## src/rtl/core/mssd_pkg.sv

```systemverilog
// Shared types, constants and the sample conversion for the marker-synced deframer.
// No dependencies; imported by every module of the block.
`default_nettype none

package mssd_pkg;

  localparam int SAMPLES_PER_PACKET = 64;
  localparam int PAYLOAD_BYTES      = SAMPLES_PER_PACKET * 2;
  localparam int FRAME_BYTES        = PAYLOAD_BYTES + 2;
  localparam int POS_W              = $clog2(FRAME_BYTES);
  localparam int CNT_W              = (SAMPLES_PER_PACKET > 1) ? $clog2(SAMPLES_PER_PACKET) : 1;

  localparam int SAMPLE_W = 13;
  localparam int INDEX_W  = 6;
  localparam int OFFSET_W = 16;

  localparam logic [7:0]          MARKER_BYTE  = 8'hFF;
  localparam logic [OFFSET_W-1:0] OFFSET_RESET = 16'd1449;
  localparam logic signed [16:0]  FULL_SCALE   = 17'sd2048;

  typedef enum logic [1:0] {
    ST_HUNT,
    ST_COLLECT,
    ST_DRAIN
  } deframe_state_t;

  // one stored sample: value plus clamp flag
  typedef struct packed {
    logic                       sat;
    logic signed [SAMPLE_W-1:0] value;
  } cell_data_t;

  // raw little-endian code minus offset, clamped to +/- full scale
  function automatic cell_data_t convert_sample(input logic [7:0] hi, input logic [7:0] lo,
                                                input logic [OFFSET_W-1:0] offset);
    logic signed [16:0] diff;
    cell_data_t         res;
    diff = $signed({1'b0, hi, lo}) - $signed({1'b0, offset});
    if (diff > FULL_SCALE) begin
      res.value = FULL_SCALE[SAMPLE_W-1:0];
      res.sat   = 1'b1;
    end else if (diff < -FULL_SCALE) begin
      res.value = 13'sh1800;
      res.sat   = 1'b1;
    end else begin
      res.value = diff[SAMPLE_W-1:0];
      res.sat   = 1'b0;
    end
    return res;
  endfunction

endpackage

`default_nettype wire

```

## src/rtl/core/mssd_cell.sv

```systemverilog
// One storage cell of the sample chain: holds a sample and passes it on when shifted.
// Depends on mssd_pkg.
`default_nettype none

module mssd_cell
  import mssd_pkg::*;
(
  input  wire logic       clk,
  input  wire logic       shift,
  input  wire cell_data_t d,
  output cell_data_t      q
);

  always_ff @(posedge clk) begin
    if (shift) begin
      q <= d;
    end
  end

endmodule

`default_nettype wire

```

## src/rtl/core/mssd_chain.sv

```systemverilog
// Row of sample cells; items enter at cell 0 and leave from the last cell.
// Depends on mssd_pkg and mssd_cell.
`default_nettype none

module mssd_chain
  import mssd_pkg::*;
(
  input  wire logic       clk,
  input  wire logic       shift,
  input  wire cell_data_t head,
  output cell_data_t      tail
);

  cell_data_t link [SAMPLES_PER_PACKET+1];

  assign link[0] = head;

  for (genvar i = 0; i < SAMPLES_PER_PACKET; i++) begin : g_cell
    mssd_cell u_cell (
      .clk   (clk),
      .shift (shift),
      .d     (link[i]),
      .q     (link[i+1])
    );
  end

  assign tail = link[SAMPLES_PER_PACKET];

endmodule

`default_nettype wire

```

## src/rtl/core/marker_synced_sample_deframer.sv

```systemverilog
// Top level of the marker-synced sample deframer: framing control, offset register,
// output register. Depends on mssd_pkg and mssd_chain.
//
// Usage:
//   s_axis carries received bytes (tdata[7:0]). After reset the block hunts for two
//   consecutive 0xFF bytes, then takes packets of 64 little-endian 16-bit codes and
//   two trailer bytes. Each code, minus sample_offset and clamped to +/-2048, shifts
//   into a row of 64 cells as its high byte arrives.
//   m_axis gives one sample per item: tdata[12:0] sample, [18:13] sample_index,
//   [19] saturated; tlast marks the last sample of the packet.
//   A good trailer (0xFF 0xFF) starts the drain: the state register enters the drain,
//   then the first sample is registered into the output register, then one per cycle
//   while m_axis_tready is high. s_axis_tready is low for the whole drain, so a packet
//   costs 130 accepted bytes plus the drain, which lasts until the cell row has shifted
//   all 64 samples out into the output register. Otherwise one byte is taken every cycle.
//   A bad trailer drops the packet silently and the block hunts again.
//   A stall on m_axis holds the output register; in the drain it also holds the row and input stays blocked.
//   Reset (rst, synchronous) returns to hunting with sample_offset = 1449.
//   The user writes sample_offset_we/wdata only while the block is idle; unchecked.
`default_nettype none

module marker_synced_sample_deframer
  import mssd_pkg::*;
(
  input  wire logic                clk,
  input  wire logic                rst,
  input  wire logic                sample_offset_we,
  input  wire logic [OFFSET_W-1:0] sample_offset_wdata,
  input  wire logic                s_axis_tvalid,
  output logic                     s_axis_tready,
  input  wire logic [7:0]          s_axis_tdata,   // [7:0] rx_byte
  output logic                     m_axis_tvalid,
  input  wire logic                m_axis_tready,
  output logic [23:0]              m_axis_tdata,   // [12:0] sample, [18:13] sample_index,
                                                   // [19] saturated, [23:20] zero
  output logic                     m_axis_tlast    // last_of_packet
);

  deframe_state_t      state, state_next;
  logic [OFFSET_W-1:0] sample_offset;
  logic                prev_marker, prev_marker_next;
  logic [POS_W-1:0]    byte_pos, byte_pos_next;
  logic [7:0]          low_hold, low_hold_next;
  logic                trailer_ok, trailer_ok_next;
  logic [CNT_W-1:0]    drain_cnt, drain_cnt_next;
  logic [INDEX_W-1:0]  drain_idx, drain_idx_next;
  logic                out_valid, out_valid_next;

  logic                       in_acc;
  logic                       load;
  logic                       chain_shift;
  logic                       is_marker;
  logic                       drain_last;
  cell_data_t                 chain_head, chain_tail;
  logic signed [SAMPLE_W-1:0] out_sample;
  logic [INDEX_W-1:0]         out_index;
  logic                       out_sat;
  logic                       out_last;

  assign s_axis_tready = (state != ST_DRAIN);
  assign in_acc        = s_axis_tvalid && s_axis_tready;
  assign load          = !out_valid || m_axis_tready;
  assign is_marker     = (s_axis_tdata == MARKER_BYTE);
  assign drain_last    = (drain_cnt == CNT_W'(SAMPLES_PER_PACKET - 1));
  assign chain_head    = convert_sample(s_axis_tdata, low_hold, sample_offset);

  always_comb begin
    state_next       = state;
    prev_marker_next = prev_marker;
    byte_pos_next    = byte_pos;
    low_hold_next    = low_hold;
    trailer_ok_next  = trailer_ok;
    drain_cnt_next   = drain_cnt;
    drain_idx_next   = drain_idx;
    out_valid_next   = load ? 1'b0 : out_valid;
    chain_shift      = 1'b0;
    unique case (state)
      ST_HUNT: begin
        if (in_acc) begin
          if (prev_marker && is_marker) begin
            state_next       = ST_COLLECT;
            prev_marker_next = 1'b0;
            byte_pos_next    = '0;
            trailer_ok_next  = 1'b0;
          end else begin
            prev_marker_next = is_marker;
          end
        end
      end
      ST_COLLECT: begin
        if (in_acc) begin
          if (byte_pos < POS_W'(PAYLOAD_BYTES)) begin
            if (byte_pos[0]) begin
              chain_shift = 1'b1;
            end else begin
              low_hold_next = s_axis_tdata;
            end
            byte_pos_next = byte_pos + 1'b1;
          end else if (byte_pos == POS_W'(PAYLOAD_BYTES)) begin
            trailer_ok_next = is_marker;
            byte_pos_next   = byte_pos + 1'b1;
          end else begin
            byte_pos_next   = '0;
            trailer_ok_next = 1'b0;
            drain_cnt_next  = '0;
            drain_idx_next  = '0;
            // second trailer byte decides: drain or drop
            if (trailer_ok && is_marker) begin
              state_next = ST_DRAIN;
            end else begin
              state_next       = ST_HUNT;
              prev_marker_next = 1'b0;
            end
          end
        end
      end
      ST_DRAIN: begin
        if (load) begin
          chain_shift    = 1'b1;
          out_valid_next = 1'b1;
          drain_cnt_next = drain_cnt + 1'b1;
          drain_idx_next = drain_idx + 1'b1;
          if (drain_last) begin
            state_next = ST_COLLECT;
          end
        end
      end
      default: state_next = ST_HUNT;
    endcase
  end

  always_ff @(posedge clk) begin
    if (rst) begin
      state <= ST_HUNT;
    end else begin
      state <= state_next;
    end
  end

  always_ff @(posedge clk) begin
    if (rst) begin
      sample_offset <= OFFSET_RESET;
      prev_marker   <= 1'b0;
      byte_pos      <= '0;
      trailer_ok    <= 1'b0;
      drain_cnt     <= '0;
      drain_idx     <= '0;
      out_valid     <= 1'b0;
    end else begin
      if (sample_offset_we) begin
        sample_offset <= sample_offset_wdata;
      end
      prev_marker <= prev_marker_next;
      byte_pos    <= byte_pos_next;
      trailer_ok  <= trailer_ok_next;
      drain_cnt   <= drain_cnt_next;
      drain_idx   <= drain_idx_next;
      out_valid   <= out_valid_next;
    end
  end

  // payload registers
  always_ff @(posedge clk) begin
    low_hold <= low_hold_next;
    if (state == ST_DRAIN && load) begin
      out_sample <= chain_tail.value;
      out_sat    <= chain_tail.sat;
      out_index  <= drain_idx;
      out_last   <= drain_last;
    end
  end

  mssd_chain u_chain (
    .clk   (clk),
    .shift (chain_shift),
    .head  (chain_head),
    .tail  (chain_tail)
  );

  assign m_axis_tvalid = out_valid;
  assign m_axis_tdata  = {4'b0000, out_sat, out_index, out_sample};
  assign m_axis_tlast  = out_last;

endmodule

`default_nettype wire

```

## config.mk

```make
export PLATFORM = sky130hd
export DESIGN_NAME = marker_synced_sample_deframer
export DESIGN_NICKNAME = d
export VERILOG_FILES = /design/src/rtl/core/mssd_pkg.sv /design/src/rtl/core/mssd_cell.sv /design/src/rtl/core/mssd_chain.sv /design/src/rtl/core/marker_synced_sample_deframer.sv
export SDC_FILE = /design/constraint.sdc
export NUM_CORES = 1
export LEC_CHECK = 0
export BUFFER_PORTS_ARGS = -buffer_cell sky130_fd_sc_hd__buf_4
export CAP_MARGIN = 20
export CORE_AREA = 4 4 302 304
export CTS_CLUSTER_SIZE = 24
export DETAILED_ROUTE_END_ITERATION = 7
export DIE_AREA = 0 0 306 308
export GPL_ROUTABILITY_DRIVEN = 0
export GPL_TIMING_DRIVEN = 0
export SLEW_MARGIN = 10
export SYNTH_ARGS = -nofsm -noshare
export SYNTH_HDL_FRONTEND = slang
export SYNTH_SLANG_ARGS = --single-unit
```

## constraint.sdc

```tcl
create_clock -name clk -period 75.5 [get_ports clk]
set_input_delay 3.775 -clock clk [delete_from_list [all_inputs] [get_ports clk]]
set_output_delay 3.775 -clock clk [all_outputs]
set_load 0.005 [all_outputs]
```

==> summary.txt, run 1 <==
STA
  • Total negative setup slack: 0 ns
  • Final count of pins violating max slew: 0
  • Final Hold Viols: 0
  • Final min period: 6.091 ns
  • Period utilization: 8.067%
  • Skew final: 0.01051 ns
  • Relative slew slack: 28.85%
  • RSZ-0062 raised after global routing: no
  • Fmax: 164.2 MHz
  • # setup viols final: 0
  • Worst Tran Pin Value: 1.067 ns

Routing
  • Pre-Repair DR Iteration Count: 5
  • DRC Markers: 0
  • WL/cell: 14.23 um
  • DR iter-0 viols: 986
  • Vias: 11840
  • Post-DRT Antenna Nets: 0
  • Detailed Route WL: 38.51 mm
  • Mean number of vias per cell: 4.375

Logic synthesis
  • Cell Area, Synth: 30740 um^2
  • Top cells by count, synth: 925 x edfxtp_1, 51 x nor2_1, 41 x dfxtp_1
  • Synth area leaders: edfxtp_1 90%, dfxtp_1 2.7%, ha_1 0.98%, nor2_1 0.62%, mux2i_1 0.46%
  • Synth Flop Type: edfxtp_1
  • Largest area contributor in the synthesized netlist: edfxtp_1
  • Instance count of the mapped netlist: 1299
  • Seq/Total Area, Yosys: 93.03%
  • Number of synthesis warnings: 0
  • Distinct cells, synth: 59
  • Yosys top cell area share: 90.36%
  • Post-synth EDFFs: 925
  • Most frequent cell after synthesis: edfxtp_1
  • Mean Syn Cell Area: 23.66 um^2
  • Flops & latches, synth: 966
  • Post-synth ARST share: 0%

Flow run
  • Number of max-cap violations: 0

Pwr
  • Sw Ratio: 18.45%
  • Power share of the combinational group: 1.3%
  • Worst VDD drop: 0.00002405 V
  • Seq pwr share: 57.6%
  • PwrDens: 27.88 nW/um^2
  • Leak Pwr: 10.72 nW
  • Internal: 0.8192 mW
  • Clock power share: 41.1%
  • Net switching power: 0.1854 mW

Floorplan
  • Starting Density: 34.84%
  • Core area: 88240 um^2
  • I/O Pins: 56
  • Die span in y: 308 um
  • Die area: 94250 um^2
  • Row Count: 109
  • Width of the die: 306 um

Worst setup path
  • CP Launch Type: input pin
  • Crit path cell chain: buf_4 -> nor2b_1 -> nand3_1 -> a21boi_4 -> buf_12 -> buf_16 -> buf_16 -> buf_12 -> buf_16 -> buf_12
  • Buf+Inv Stages, Crit Path: 7
  • Critical Path AT: 6.40 ns
  • Max incr delay on CP: 0.68 ns
  • Slowest CP cell: a21boi_4
  • CP required: 75.81 ns
  • Crit path max fanout: 29
  • Crit path max-delay family: buffers and inverters
  • Crit path kind: in -> reg
  • FF-to-FF setup slack: 71.86 ns
  • Crit end category: flip-flop

GRT
  • First-pass GRT wire length: 63.25 mm
  • Gr usage total: 8.097%
  • GRT overflow: 0
  • Pin count of the biggest net entering global routing: 32
  • Vias in the first global route: 11990
  • Antenna violations before repair: 0

CTS
  • CTS Root Cell: clkbuf_16
  • Clk_lat worst skew: 0.61 ns
  • Clk sinks: 966
  • Clock buffer depth: 3
  • Hold buffer count at cts: 0
  • Post_cts resized: 0
  • Clock slew at reported path FFs: 0.06 ns
  • CTS buffer count: 85
  • H-tree levels: 3
  • Post-CTS Setup Repair Bufs: 0
  • TritonCTS clock tree: yes

Finish
  • Final Core Density: 40.84%
  • Synthesis-to-layout area growth: 17.22%
  • Layout cells sized above 1: 13.89%
  • Nets@finish: 1527
  • N_diodes: 0

Placement
  • IO Port Bufs: 50
  • Detail Placement HPWL: 21.20 mm

Status
  • Outcome: finished, final reports clean

Worst hold path
  • Hold Crit Class: reg -> reg
flip-flops by register name, summed over array words and instances (netlist names), 2 cells and up, named ones only:
name                     count
drain_idx                    6
sample_offset               16
out_index                    6
u_chain.g_cell.u_cell.q    896
drain_cnt                    6
state                        2
out_sample                  13
low_hold                     8
byte_pos                     8
layout make-up:
class	instances	area [um^2]
clock inverters	37	325.3
multi-input cells	293	1986
fillers	7545	52210
well taps	1165	1458
repair buffers	84	1131
flip-flops and latches	966	28600
plain buffers	14	71.32
inverters	29	108.9
clock buffers	118	2356
placed cells by master, fill, tap and decap left out, drive strengths merged, types with 8 or more instances in the layout:
cell type	Yosys	layout
xor2	16	16
buf	7	91
edfxtp	925	925
nor3	8	8
o211ai	8	8
dfxtp	41	41
o21ai	13	13
mux2i	14	14
nand2	31	31
nand4	10	10
nor2	51	51
clkinv	0	28
ha	24	24
a21oi	24	24
clkbuf	7	125
nand3	10	10
inv	29	31
stage by stage:
| stage | total power [mW] | instances | cell area, um^2 | setup WS (ns) | hold WS (ns) |
|---|---|---|---|---|---|
| finish | 1.005 | 2706 | 36030 | 69.41 | 0.4097 |
| floorplan | 0.5985 | 1302 | 30750 | 3.552 | 0.4003 |
| detailed placement | 0.6024 | 2551 | 33350 | 68.74 | 0.4045 |
| global placement | 0.6016 | 2517 | 32590 | -13.46 | 0.4021 |
| global route | 1.046 | 2706 | 36030 | 69.17 | 0.4119 |
| CTS | 1.021 | 2706 | 36030 | 69.42 | 0.4088 |
worst reg2reg max path, stage by stage (launching register included):
cell,delay (ns)
dfxtp_1,0.39
inv_1,0.09
ha_1,0.30
nor2b_1,0.37
nand3_1,0.21
a21boi_4,0.68
buf_12,0.27
buf_16,0.21
buf_16,0.18
buf_12,0.21
buf_16,0.21
buf_12,0.21
per-layer routing:
| layer | GRT usage [%] | wire length [um] | up-vias |
|---|---|---|---|
| met3 | 2.616 | 2150 | 105 |
| met2 | 11.66 | 16440 | 271 |
| met5 | 0 | 0 | - |
| met4 | 3.194 | 1186 | 0 |
| li1 | - | - | 5476 |
| met1 | 11.46 | 18730 | 5987 |
power by group through the flow:
stage	combinational, mW	sequential, mW	clock [mW]
2_1_floorplan	0.00849	0.590	0
3_3_place_gp	0.0114	0.590	0
3_5_place_dp	0.0122	0.590	0
4_1_cts	0.0123	0.579	0.430
5_1_grt	0.0139	0.578	0.454
6_report	0.0126	0.579	0.413
final timing paths:
kind / from / end / depth (start not counted)
max: s_axis_tvalid / u_chain.g_cell[55].u_cell.q[7] / 10
min: u_chain.g_cell[49].u_cell.q[11] / u_chain.g_cell[50].u_cell.q[11] / 0
max reg2reg: state[0] / u_chain.g_cell[55].u_cell.q[7] / 11
min reg2reg: u_chain.g_cell[49].u_cell.q[11] / u_chain.g_cell[50].u_cell.q[11] / 0
cell families (layout without fill, tap and decap cells):
logic type / after synthesis / in the layout / synth area share [%]
AO/OA/AOI/OAI: 82 / 82 / 1.860
flip-flops: 966 / 966 / 93.03
XOR/XNOR: 23 / 23 / 0.6797
AND/OR/NAND/NOR: 145 / 145 / 2.336
buffers and inverters: 43 / 282 / 0.5861
multiplexers: 14 / 14 / 0.4558
other: 1 / 4 / 0.01220
adder cells (fa/ha/maj): 25 / 25 / 1.042
(Power assumes the default switching activity.)
==> run 2: changes to the inputs <==
==> constraint.sdc (replaced) <==
create_clock -name clk -period 6.2 [get_ports clk]
set_input_delay 0.31 -clock clk [delete_from_list [all_inputs] [get_ports clk]]
set_output_delay 0.31 -clock clk [all_outputs]
set_load 0.005 [all_outputs]
==> run 2 against run 1 <==
Setup slack worse by 67 ns; non-clock buffer count up 29; combinational power rose to 13 times the previous value; global-route usage about the same; cell area up 0.98%; register-to-register slack worse by 69 ns; sequential cell count unchanged; first-iteration DRC count down 2.5%; clock skew up 0.0038 ns; largest power group unchanged; highest routed layer is now met5.
==> summary.txt, run 2 (synthesized netlist as in run 1, its figures left out) <==
Status
  • Outcome: finished, final reports clean

Floorplan
  • Row Count: 109 (unchanged)
  • Core area: 88240 um^2 (unchanged)
  • I/O Pins: 56 (unchanged)
  • Die area: 94250 um^2 (unchanged)
  • Die span in y: 308 um (unchanged)
  • Starting Density: 34.84% (unchanged)
  • Width of the die: 306 um (unchanged)

Placement
  • Dpl ws: 2.733 ns (-66.01 ns)
  • DP Area: 33520 um^2 (+0.50%)
  • Placed cells: 2554 (+0.12%)
  • IO Port Bufs: 50 (unchanged)
  • Detail Placement HPWL: 21.10 mm (-0.49%)

Routing
  • Pre-Repair DR Iteration Count: 5 (unchanged)
  • Mean number of vias per cell: 4.347 (-0.64%)
  • DRC Markers: 0 (unchanged)
  • Detailed Route WL: 38.47 mm (about the same)
  • WL/cell: 14.09 um (-1.0%)
  • Post-DRT Antenna Nets: 0 (unchanged)
  • Vias: 11870 (+0.28%)
  • DR iter-0 viols: 961 (-2.5%)

Worst hold path
  • Hold Crit Class: in -> reg

Finish
  • Max reg flops: 896 (unchanged)
  • Synthesis-to-layout area growth: 18.36%
  • Layout cells sized above 1: 14.57% (+0.68 points)
  • Most flops, register: u_chain.g_cell.u_cell.q
  • Nets@finish: 1555 (+1.8%)
  • Most frequent cells in the layout: 925 x edfxtp_1, 87 x clkbuf_16, 55 x buf_4
  • Layout Cells excl Fill: 2731 (+0.92%)
  • Final Core Density: 41.23% (+0.40 points)
  • Largest regs: u_chain.g_cell.u_cell.q: 896 flops, sample_offset: 16 flops, out_sample: 13 flops
  • Most common cell after layout, fill and taps aside: edfxtp_1
  • Final instance area: 36380 um^2 (+0.98%)

STA
  • Minimum hold slack: 0.08060 ns (-0.3291 ns)
  • # setup viols final: 0 (unchanged)
  • Worst Tran Pin Value: 0.7563 ns (-0.3111 ns)
  • Final Hold Viols: 0 (unchanged)
  • Skew final: 0.01427 ns (+0.003767 ns)
  • Final worst slack: 2.777 ns (-66.63 ns)
  • RSZ-0062 raised after global routing: no
  • Final min period: 3.423 ns
  • Relative slew slack: 49.25% (+20 points)
  • Total negative setup slack: 0 ns (unchanged)
  • Final count of pins violating max slew: 0 (unchanged)
  • Fmax: 292.1 MHz
  • Period utilization: 55.21%

Worst setup path
  • Crit path max fanout: 28 (-3.4%)
  • Slowest CP cell: a21boi_4
  • Crit path cell chain: inv_1 -> ha_1 -> inv_1 -> nor2_1 -> nand3_1 -> a21boi_4 -> buf_12 -> buf_12 -> buf_16 -> buf_16 -> buf_16 -> buf_12 -> buf_16
  • CP dominant cell by count: buf_16
  • Crit path kind: reg -> reg
  • CP required: 6.52 ns (-69.29 ns)
  • CP Launch Type: flip-flop
  • Critical Path AT: 3.74 ns (-2.66 ns)
  • Max incr delay on CP: 0.48 ns (-0.20 ns)
  • Crit end category: flip-flop

CTS
  • Hold buffer count at cts: 25 (+25)
  • TritonCTS clock tree: yes
  • H-tree levels: 3 (unchanged)
  • CTS buffer count: 84 (-1.2%)
  • Post-CTS Setup Repair Bufs: 0 (unchanged)
  • Clk sinks: 966 (unchanged)
  • CTS Root Cell: clkbuf_16
  • Clock buffer depth: 3 (unchanged)
  • Clock slew at reported path FFs: 0.06 ns (about the same)
  • Clk_lat worst skew: 0.61 ns (about the same)
  • Post_cts resized: 0 (unchanged)

Flow run
  • Number of max-cap violations: 0 (unchanged)

GRT
  • Vias in the first global route: 12190 (+1.7%)
  • Pin count of the biggest net entering global routing: 32 (unchanged)
  • Gr usage total: 8.092% (about the same)
  • GRT overflow: 0 (unchanged)
  • Antenna violations before repair: 1 (+1)
  • First-pass GRT wire length: 63.40 mm (+0.24%)

Pwr
  • PwrDens: 332.3 nW/um^2 (+1100%)
  • Worst VDD drop: 0.0002124 V (+780%)
  • Leak Pwr: 10.86 nW (+1.3%)
  • Pwr Total: 12.09 mW (+1100%)
-- run 2: cell count changes in the layout (fill, tap and decap cells not counted), sizes merged --
cell | previous run | this run
clkinvlp | 2 | 3
inv | 31 | 32
clkinv | 28 | 29
diode | 0 | 1
dlygate4sd3 | 0 | 25
buf | 91 | 95
clkbuf | 125 | 120
bufinv | 5 | 2
-- run 2: cell type report --
cell class	count	area (um^2)
Clock inverter	37	260.3
Timing Repair Buffer	113	1544
Tap cell	1165	1458
Fill cell	7454	51850
Multi-Input combinational cell	293	2006
Sequential cell	966	28600
Clock buffer	113	2335
Inverter	29	108.9
Antenna cell	1	2.502
Buffer	14	71.32
-- run 2: final timing paths --
path                                   startpoint                         endpoint  slack [ns]  depth (start not counted)
setup / recovery                         state[1]   u_chain.g_cell[59].u_cell.q[6]        2.78                         13
hold / removal                                rst                sample_offset[15]        0.08                          2
setup reg to reg                         state[1]   u_chain.g_cell[59].u_cell.q[6]        2.78                         13
hold reg to reg   u_chain.g_cell[29].u_cell.q[12]  u_chain.g_cell[30].u_cell.q[12]        0.41                          0
-- run 2: where the power goes --
part / leakage [nW] / switching (mW) / total [mW] / internal (mW)
clock: 1.27 / 2.14 / 4.88 / 2.73
sequential: 7.94 / 0.00355 / 7.05 / 7.04
combinational: 1.65 / 0.0938 / 0.166 / 0.0723
-- run 2: layer usage --
layer,global-route usage (%),share of wire (%)
met5,0,0.034
met4,3.445,3.0
met3,2.369,5.3
met2,11.65,43
met1,11.52,49
-- run 2: worst max-delay path: cells and delay by family, from the launching register on --
| kind | cells | cell delay, ns |
|---|---|---|
| flip-flops | 1 | 0.34 |
| adder cells (fa/ha/maj) | 1 | 0.29 |
| AND/OR/NAND/NOR | 2 | 0.35 |
| buffers and inverters | 9 | 1.63 |
| AO/OA/AOI/OAI | 1 | 0.48 |
